**src/rbacp_pkg.sv**
```systemverilog
`default_nettype none
package rbacp_pkg;

	localparam int COUNT_WIDTH = 16;
	localparam int LEN_WIDTH   = 32;
	localparam int NUM_WIDTH   = (COUNT_WIDTH > LEN_WIDTH) ? COUNT_WIDTH : LEN_WIDTH;

	localparam logic [7:0] CH_STAR   = 8'h2A;
	localparam logic [7:0] CH_DOLLAR = 8'h24;
	localparam logic [7:0] CH_CR     = 8'h0D;
	localparam logic [7:0] CH_LF     = 8'h0A;
	localparam logic [7:0] CH_MINUS  = 8'h2D;
	localparam logic [7:0] CH_ZERO   = 8'h30;
	localparam logic [7:0] CH_NINE   = 8'h39;

	localparam logic [2:0] EV_FRAME = 3'd0;
	localparam logic [2:0] EV_BODY  = 3'd1;
	localparam logic [2:0] EV_TOKEN = 3'd2;
	localparam logic [2:0] EV_CMD   = 3'd3;
	localparam logic [2:0] EV_ERROR = 3'd4;

	typedef enum logic [9:0] {
		PH_STAR   = 10'b00_0000_0001,
		PH_CNUM   = 10'b00_0000_0010,
		PH_CLF    = 10'b00_0000_0100,
		PH_DOLLAR = 10'b00_0000_1000,
		PH_LNUM   = 10'b00_0001_0000,
		PH_LLF    = 10'b00_0010_0000,
		PH_BODY   = 10'b00_0100_0000,
		PH_BCR    = 10'b00_1000_0000,
		PH_BLF    = 10'b01_0000_0000,
		PH_ERR    = 10'b10_0000_0000
	} phase_t;

	typedef struct packed {
		logic [7:0] data_byte;
		logic       restart;
		logic       buffer_end;
	} rx_word_t;

	typedef struct packed {
		logic [2:0]  event_res;
		logic [7:0]  body_byte;
		logic [15:0] token_index;
		logic [31:0] token_length;
		logic [31:0] bytes_consumed;
		logic        need_more;
	} ev_word_t;

	typedef struct packed {
		logic                 ok;
		logic                 to_lf;
		logic                 neg;
		logic                 seen;
		logic [NUM_WIDTH-1:0] accum;
	} num_res_t;

endpackage
`default_nettype wire

```
**src/rbacp_num_step.sv**
```systemverilog
`default_nettype none
module rbacp_num_step
	import rbacp_pkg::*;
(
	input  wire logic [7:0]           data_byte,
	input  wire logic                 is_len,
	input  wire logic                 neg,
	input  wire logic                 seen,
	input  wire logic [NUM_WIDTH-1:0] accum,
	output num_res_t                  res
);

	logic [7:0]           diff;
	logic [NUM_WIDTH+3:0] prod;
	logic                 ovf;

	assign diff = data_byte - CH_ZERO;
	// accum*10 + digit, four guard bits catch any overflow
	assign prod = {1'b0, accum, 3'b000} + {3'b000, accum, 1'b0} + {NUM_WIDTH'(0), diff[3:0]};
	assign ovf  = is_len ? (|prod[NUM_WIDTH+3:LEN_WIDTH]) : (|prod[NUM_WIDTH+3:COUNT_WIDTH]);

	always_comb begin
		res.ok    = 1'b0;
		res.to_lf = 1'b0;
		res.neg   = neg;
		res.seen  = seen;
		res.accum = accum;
		if (data_byte == CH_MINUS) begin
			res.ok  = !neg && !seen;
			res.neg = 1'b1;
		end else if (data_byte >= CH_ZERO && data_byte <= CH_NINE) begin
			res.ok    = !ovf;
			res.accum = prod[NUM_WIDTH-1:0];
			res.seen  = 1'b1;
		end else if (data_byte == CH_CR) begin
			res.ok    = seen;
			res.to_lf = seen;
		end
	end

endmodule
`default_nettype wire

```
**src/rbacp_parser.sv**
```systemverilog
`default_nettype none
module rbacp_parser
	import rbacp_pkg::*;
(
	input  wire logic     clk,
	input  wire logic     arst_n,
	input  wire logic     step,
	input  wire rx_word_t word,
	output ev_word_t      res
);

	phase_t                 phase_q, ph, ph_n;
	logic                   neg_q, neg_e, neg_n;
	logic                   seen_q, seen_e, seen_n;
	logic [NUM_WIDTH-1:0]   acc_q, acc_e, acc_n;
	logic [COUNT_WIDTH-1:0] tl_q, tl_e, tl_n, tl_dec;
	logic [COUNT_WIDTH-1:0] tn_q, tn_e, tn_n;
	logic [LEN_WIDTH-1:0]   bl_q, bl_e, bl_n, bl_dec;
	logic [LEN_WIDTH-1:0]   blen_q, blen_e, blen_n;
	logic [31:0]            cons_q, cons_e, cons_n, used;
	logic [2:0]             ev;
	logic [7:0]             body;
	logic                   ok;
	logic                   num_neg_bad;
	logic [63:0]            tn_wide, blen_wide;
	num_res_t               num;
	wire logic [7:0]        b = word.data_byte;

	// restart wipes the state before this word is parsed
	always_comb begin
		if (word.restart) begin
			ph     = PH_STAR;
			neg_e  = 1'b0;
			seen_e = 1'b0;
			acc_e  = '0;
			tl_e   = '0;
			tn_e   = '0;
			bl_e   = '0;
			blen_e = '0;
			cons_e = '0;
		end else begin
			ph     = phase_q;
			neg_e  = neg_q;
			seen_e = seen_q;
			acc_e  = acc_q;
			tl_e   = tl_q;
			tn_e   = tn_q;
			bl_e   = bl_q;
			blen_e = blen_q;
			cons_e = cons_q;
		end
	end

	rbacp_num_step u_num (
		.data_byte (b),
		.is_len    (ph == PH_LNUM),
		.neg       (neg_e),
		.seen      (seen_e),
		.accum     (acc_e),
		.res       (num)
	);

	assign num_neg_bad = neg_e && (acc_e != '0);
	assign tl_dec      = tl_e - COUNT_WIDTH'(1);
	assign bl_dec      = bl_e - LEN_WIDTH'(1);

	always_comb begin
		ph_n   = ph;
		neg_n  = neg_e;
		seen_n = seen_e;
		acc_n  = acc_e;
		tl_n   = tl_e;
		tn_n   = tn_e;
		bl_n   = bl_e;
		blen_n = blen_e;
		cons_n = cons_e;
		ev     = EV_FRAME;
		body   = 8'h00;
		ok     = 1'b1;
		if (ph == PH_ERR) begin
			ev = EV_ERROR;
		end else begin
			if (cons_e != '1)
				cons_n = cons_e + 32'd1;
			case (ph)
				PH_STAR: begin
					if (b == CH_STAR) begin
						neg_n  = 1'b0;
						seen_n = 1'b0;
						acc_n  = '0;
						tl_n   = '0;
						tn_n   = '0;
						bl_n   = '0;
						blen_n = '0;
						ph_n   = PH_CNUM;
					end else begin
						ok = 1'b0;
					end
				end
				PH_CNUM, PH_LNUM: begin
					ok     = num.ok;
					neg_n  = num.neg;
					seen_n = num.seen;
					acc_n  = num.accum;
					if (num.to_lf)
						ph_n = (ph == PH_CNUM) ? PH_CLF : PH_LLF;
				end
				PH_CLF: begin
					if (b != CH_LF || num_neg_bad) begin
						ok = 1'b0;
					end else if (acc_e == '0) begin
						ev = EV_CMD;
					end else begin
						tl_n = acc_e[COUNT_WIDTH-1:0];
						ph_n = PH_DOLLAR;
					end
				end
				PH_DOLLAR: begin
					if (b == CH_DOLLAR) begin
						neg_n  = 1'b0;
						seen_n = 1'b0;
						acc_n  = '0;
						blen_n = '0;
						ph_n   = PH_LNUM;
					end else begin
						ok = 1'b0;
					end
				end
				PH_LLF: begin
					if (b != CH_LF || num_neg_bad) begin
						ok = 1'b0;
					end else begin
						blen_n = acc_e[LEN_WIDTH-1:0];
						bl_n   = acc_e[LEN_WIDTH-1:0];
						ph_n   = (acc_e == '0) ? PH_BCR : PH_BODY;
					end
				end
				PH_BODY: begin
					ev   = EV_BODY;
					body = b;
					bl_n = bl_dec;
					if (bl_dec == '0)
						ph_n = PH_BCR;
				end
				PH_BCR: begin
					if (b == CH_CR)
						ph_n = PH_BLF;
					else
						ok = 1'b0;
				end
				PH_BLF: begin
					if (b != CH_LF) begin
						ok = 1'b0;
					end else begin
						tl_n = tl_dec;
						if (tl_dec == '0) begin
							ev = EV_CMD;
						end else begin
							ev   = EV_TOKEN;
							tn_n = tn_e + COUNT_WIDTH'(1);
							ph_n = PH_DOLLAR;
						end
					end
				end
				default: ok = 1'b0;
			endcase
			if (!ok) begin
				ev   = EV_ERROR;
				ph_n = PH_ERR;
			end
		end
		used = cons_n;
		if (ev == EV_CMD) begin
			cons_n = '0;
			ph_n   = PH_STAR;
		end
	end

	assign tn_wide   = 64'(tn_e);
	assign blen_wide = 64'(blen_n);

	always_comb begin
		res.event_res      = ev;
		res.body_byte      = body;
		res.token_index    = tn_wide[15:0];
		res.token_length   = blen_wide[31:0];
		res.bytes_consumed = used;
		res.need_more      = word.buffer_end && (ev <= EV_TOKEN);
	end

	always_ff @(posedge clk or negedge arst_n) begin
		if (!arst_n) begin
			phase_q <= PH_STAR;
			neg_q   <= 1'b0;
			seen_q  <= 1'b0;
			acc_q   <= '0;
			tl_q    <= '0;
			tn_q    <= '0;
			bl_q    <= '0;
			blen_q  <= '0;
			cons_q  <= '0;
		end else if (step) begin
			phase_q <= ph_n;
			neg_q   <= neg_n;
			seen_q  <= seen_n;
			acc_q   <= acc_n;
			tl_q    <= tl_n;
			tn_q    <= tn_n;
			bl_q    <= bl_n;
			blen_q  <= blen_n;
			cons_q  <= cons_n;
		end
	end

	a_cmd_rearm: assert property (@(posedge clk) disable iff (!arst_n)
		step && res.event_res == EV_CMD |=> phase_q == PH_STAR)
		else $error("command done did not rearm parser");

	a_err_phase: assert property (@(posedge clk) disable iff (!arst_n)
		step && res.event_res == EV_ERROR |=> phase_q == PH_ERR)
		else $error("error word did not enter error phase");

	a_err_sticky: assert property (@(posedge clk) disable iff (!arst_n)
		step && !word.restart && phase_q == PH_ERR |=> phase_q == PH_ERR && $stable(cons_q))
		else $error("error phase left without restart");

	a_cons_inc: assert property (@(posedge clk) disable iff (!arst_n)
		step && !word.restart && phase_q != PH_ERR && res.event_res != EV_CMD
			&& cons_q != '1 |=> cons_q == $past(cons_q) + 32'd1)
		else $error("byte count did not advance");

endmodule
`default_nettype wire

```
**src/resp_bulk_array_command_parser.sv**
```systemverilog
// Byte-stream parser for commands framed as an array of bulk strings:
// '*' count CRLF, then per token '$' length CRLF body CRLF.
//
// rx channel (rx_valid/rx_ready/rx_data): one stream byte per word, with
// restart (clear state and error, parse this byte fresh) and buffer_end.
// ev channel (ev_valid/ev_ready/ev_data): exactly one event word per rx
// word, in order: framing, body byte, token done, command done or error,
// plus token index, declared length, bytes consumed and need_more.
//
// Path: an accepted rx word goes into the input register, then its result
// into the result register, where ev_valid rises; a held result register
// stalls the move. Throughput: one byte per cycle while ev_ready is high;
// the whole phase update and the multiply-by-ten of the header number sit
// between the two registers. If ev_ready is low the result register holds,
// the input register still takes one more byte, and rx_ready then drops
// until the result is taken.
//
// Reset clears both valid flags and the parser state; the parser then
// expects '*'. An error is sticky until a word with restart set.
`default_nettype none
module resp_bulk_array_command_parser
	import rbacp_pkg::*;
(
	input  wire logic     clk,
	input  wire logic     arst_n,
	input  wire logic     rx_valid,
	output logic          rx_ready,
	input  wire rx_word_t rx_data,
	output logic          ev_valid,
	input  wire logic     ev_ready,
	output ev_word_t      ev_data
);

	logic     valid_s1;
	rx_word_t data_s1;
	logic     valid_s2;
	ev_word_t data_s2;
	logic     adv;
	ev_word_t res;

	assign adv      = valid_s1 && (!valid_s2 || ev_ready);
	assign rx_ready = !valid_s1 || adv;
	assign ev_valid = valid_s2;
	assign ev_data  = data_s2;

	rbacp_parser u_parser (
		.clk    (clk),
		.arst_n (arst_n),
		.step   (adv),
		.word   (data_s1),
		.res    (res)
	);

	always_ff @(posedge clk or negedge arst_n) begin
		if (!arst_n) begin
			valid_s1 <= 1'b0;
			valid_s2 <= 1'b0;
		end else begin
			if (rx_ready)
				valid_s1 <= rx_valid;
			if (adv)
				valid_s2 <= 1'b1;
			else if (ev_ready)
				valid_s2 <= 1'b0;
		end
	end

	always_ff @(posedge clk) begin
		if (rx_ready && rx_valid)
			data_s1 <= rx_data;
		if (adv)
			data_s2 <= res;
	end

endmodule
`default_nettype wire

```
**config.mk**
```make
export PLATFORM = sky130hd
export DESIGN_NAME = resp_bulk_array_command_parser
export DESIGN_NICKNAME = d
export VERILOG_FILES = /design/src/rbacp_pkg.sv /design/src/rbacp_num_step.sv /design/src/rbacp_parser.sv /design/src/resp_bulk_array_command_parser.sv
export SDC_FILE = /design/constraint.sdc
export NUM_CORES = 1
export LEC_CHECK = 0
export CORE_MARGIN = 2
export CORE_UTILIZATION = 60
export DETAILED_ROUTE_END_ITERATION = 8
export DONT_BUFFER_PORTS = 1
export PLACE_DENSITY = 0.78
export RECOVER_POWER = 100
export SYNTH_ARGS = -nofsm -noshare
export SYNTH_HDL_FRONTEND = slang
export SYNTH_SLANG_ARGS = --single-unit
```
**constraint.sdc**
```tcl
create_clock -name clk -period 10.1 [get_ports clk]
set_clock_uncertainty 0.05 [all_clocks]
set_input_delay 1.515 -clock clk [delete_from_list [all_inputs] [get_ports clk]]
set_output_delay 1.515 -clock clk [all_outputs]
set_load 0.01 [all_outputs]
```
==> reports/metrics.yaml <==
run_status:
  outcome: "finished, violations left"
  violations: "max-capacitance violations, max-slew violations"
placed_design:
  dpl.cell_count: 2188
  io_buffers: 0
  hpwl_um: 33400
  routabilityCongestion: 0.983
clock_network:
  post_cts_buffers: 0
  cts.sinks: 276
  clockBufferDepth: 3
  cts.hold.buffers_added: 0
  cts.repair.resized: 0
  clk_latency_ps: 570
  clkTransAtPathRegs_ps: 60
  cts_buffers: 29
  tritoncts: "built"
  cts_root_buffer: "clkbuf_16"
  htreeDepth: 1
floorplan:
  die_h_um: 174
  die_x_um: 174
  initial_core_util_pct: 60.6
  dieArea_um2: 30100
  rows: 62
  io_pins: 108
  coreArea_um2: 28500
route:
  wl_per_cell_um: 21.8
  drt_iter0_markers: 1830
  drcViolationCount: 0
  first_pass_iters: 7
  num_vias: 15120
  routed_wl_um: 48800
  ant_nets: 0
  vias_per_cell: 6.75
logic_synthesis:
  synth_area_um2: 17300
  synth_xor_xnor_area_share_pct: 3.40
  synth_top_family_by_area: "compound AO/OA/AOI/OAI gates"
  synth_nets: 1987
  synth_top_area_cell: "dfrtp_1"
  syn_area_per_cell_um2: 9.06
  synth_mux_area_share_pct: 1.08
  ys.flop_type: "dfrtp_1"
  yosys.area_share.simple_pct: 20.9
  yosysWarningCount: 0
  synth-adder-area-share_pct: 5.12
  ys_seq_area_share_pct: 43.0
  synth.distinct_cells: 99
  async_flop_share_pct: 63.0
  synth_enable_flop_cells: 102
  ys_ff_latch: 276
  ys_top_cells_by_area: "dfrtp_1, edfxtp_1, o21ai_0, ha_1, nand2_1"
  synth_top_area_share_pct: 25.1
  synth_compound_area_share_pct: 23.1
  postSynthCellCount: 1903
global_route:
  grt_first_pass_wirelength_um: 79000
  overflow: 0
  grtUsageTotal_pct: 32.2
  grt_pass1_vias: 14192
  antenna_found_initial: 0
  grt_max_degree: 175
pwr:
  p_per_area_nw_per_um2: 141
  ir_drop_v: 0.000114
  p_leak_nw: 7.42
  power.total_mw: 2.59
timing:
  setup_viol: 0
  drv_slew: 163
  tns_ps: 0
  max_slew.worst_pin.slew_ps: 3150
  hold_viol_final: 0
  fmax_ghz: 0.133
  rsz0062_at_grt: "no"
  finalCritPeriodShare_pct: 74.5
  timing.slew.headroom_pct: -111
  min_period_ps: 7530
critical_path:
  cp_cell_sequence: "buf_12 > inv_1 > clkbuf_1 > o21ai_0 > o21ai_0 > nand2_1 > nand2_1 > a22oi_1 > o31ai_1"
  path_delay_family: "compound AO/OA/AOI/OAI gates"
  cp.required_ps: 10510
  crit_path_end_kind: "register"
  arrival_ps: 7930
  cp.depth: 9
  max_stage_delay_ps: 1750
  reg2regPathDepth: 9
  slowest_stage: "clkbuf_1"
  crit_path_max_fanout: 172
  crit_buf_inv: 3
  path_class: "reg2reg"
  start_kind: "register"
final_layout:
  area_delta_synth_final_pct: 6.53
  final_cell_mix: "nand2_1, o21ai_0, dfrtp_1"
  diodes: 0
  drive_gt1_share_pct: 5.60
  nNetsFinal: 1919
  num-fill-cells: 2348
  final_cells: 2241
  final_common_cell: "nand2_1"
flow_run:
  maxCapViolCount: 3
worst_hold_path:
  hold_path.class: "reg2reg"
  min_path_cells: 1
## worst reg2reg max path, cell delays in order (launching register included)
cell      delay (ps)
edfxtp_1         410
buf_12           250
inv_1            500
clkbuf_1        1750
o21ai_0          950
o21ai_0         1380
nand2_1          460
nand2_1          990
a22oi_1          300
o31ai_1          370
## state kept, by name (all words and copies together), names as in the netlist
register / cells
data_s1: 10
ev_data: 92
ev_valid: 1
u_parser.acc_q: 32
u_parser.bl_q: 32
u_parser.blen_q: 32
u_parser.cons_q: 32
u_parser.neg_q: 1
u_parser.phase_q: 10
u_parser.seen_q: 1
u_parser.tl_q: 16
u_parser.tn_q: 16
valid_s1: 1
## stage by stage
| stage | hold slack, ps | instance area [µm²] | worst slack, ps | utilization (%) |
|---|---|---|---|---|
| after floorplan | 388 | 17300 | 4650 | - |
| after global placement | 406 | 17400 | 4820 | 61.2 |
| after detailed placement | 412 | 17400 | 4650 | 61.2 |
| after CTS | 420 | 18400 | 4650 | 64.7 |
| after global routing | 449 | 18400 | 2210 | 64.6 |
| final | 425 | 18400 | 2570 | 64.6 |
## metal layers
layer  vias up  share of wire (%)  GRT usage [%]
met5         -                  0              0
met4         0                3.6           10.9
met3       117                9.0           5.94
met2       773                 44           48.1
met1      7282                 44           47.4
li1       6948                  -              -
## where the power goes
group	leakage, nW	switching, mW	internal, mW
clock network	0.492	0.450	0.663
logic	3.50	0.160	0.0640
registers	3.42	0.0421	1.21
## worst paths after layout
| kind | startpoint | endpoint | slack, ps |
|---|---|---|---|
| setup / recovery | data_s1[1] | u_parser.blen_q[11] | 2570 |
| hold / removal | u_parser.tn_q[6] | u_parser.tn_q[6] | 430 |
| setup reg to reg | data_s1[1] | u_parser.blen_q[11] | 2570 |
| hold reg to reg | u_parser.tn_q[6] | u_parser.tn_q[6] | 430 |
| max in group asynchronous | arst_n | u_parser.phase_q[0] | 9100 |
| min in group asynchronous | arst_n | u_parser.blen_q[29] | 590 |
## synth_stat cells, types with 6 or more instances
cell type,number
nand2_1,209
o21ai_0,177
dfrtp_1,173
nor2_1,156
a21oi_1,145
edfxtp_1,102
clkbuf_1,81
nor2b_1,74
ha_1,69
nand3_1,46
nor3_1,41
xnor2_1,41
a22oi_1,39
o31ai_1,39
inv_1,38
a22o_1,34
nand4_1,34
nor4_1,27
xor2_1,26
and2_1,20
buf_2,20
o211ai_1,19
a21o_1,17
nand2b_1,17
a31oi_1,14
and3_1,11
buf_1,10
o21ai_1,10
or3_1,10
a211oi_1,9
mux2_2,9
nand4b_1,9
o2111ai_1,9
or4_1,9
nand3b_1,8
mux2i_1,7
nor3b_1,7
o22ai_1,7
and4_1,6
o21a_1,6
o21bai_1,6
o2bb2ai_1,6
## cell type report
class / instances / area (µm²) / area share, %
multi-input combinational: 1476 / 9250 / 50.3
sequential: 276 / 7420 / 40.4
clock buffer: 42 / 855 / 4.65
tap: 384 / 480 / 2.61
inverter: 39 / 148 / 0.803
clock inverter: 11 / 143 / 0.776
timing repair buffer: 13 / 87.6 / 0.477
## kinds of logic after synthesis
| kind of cell | after synthesis |
|---|---|
| flip-flops | 276 |
| AO/OA/AOI/OAI | 611 |
| XOR/XNOR | 67 |
| AND/OR/NAND/NOR | 711 |
| multiplexers | 17 |
| buffers and inverters | 151 |
| adder cells (fa/ha/maj) | 70 |
(Power assumes the default switching activity.)
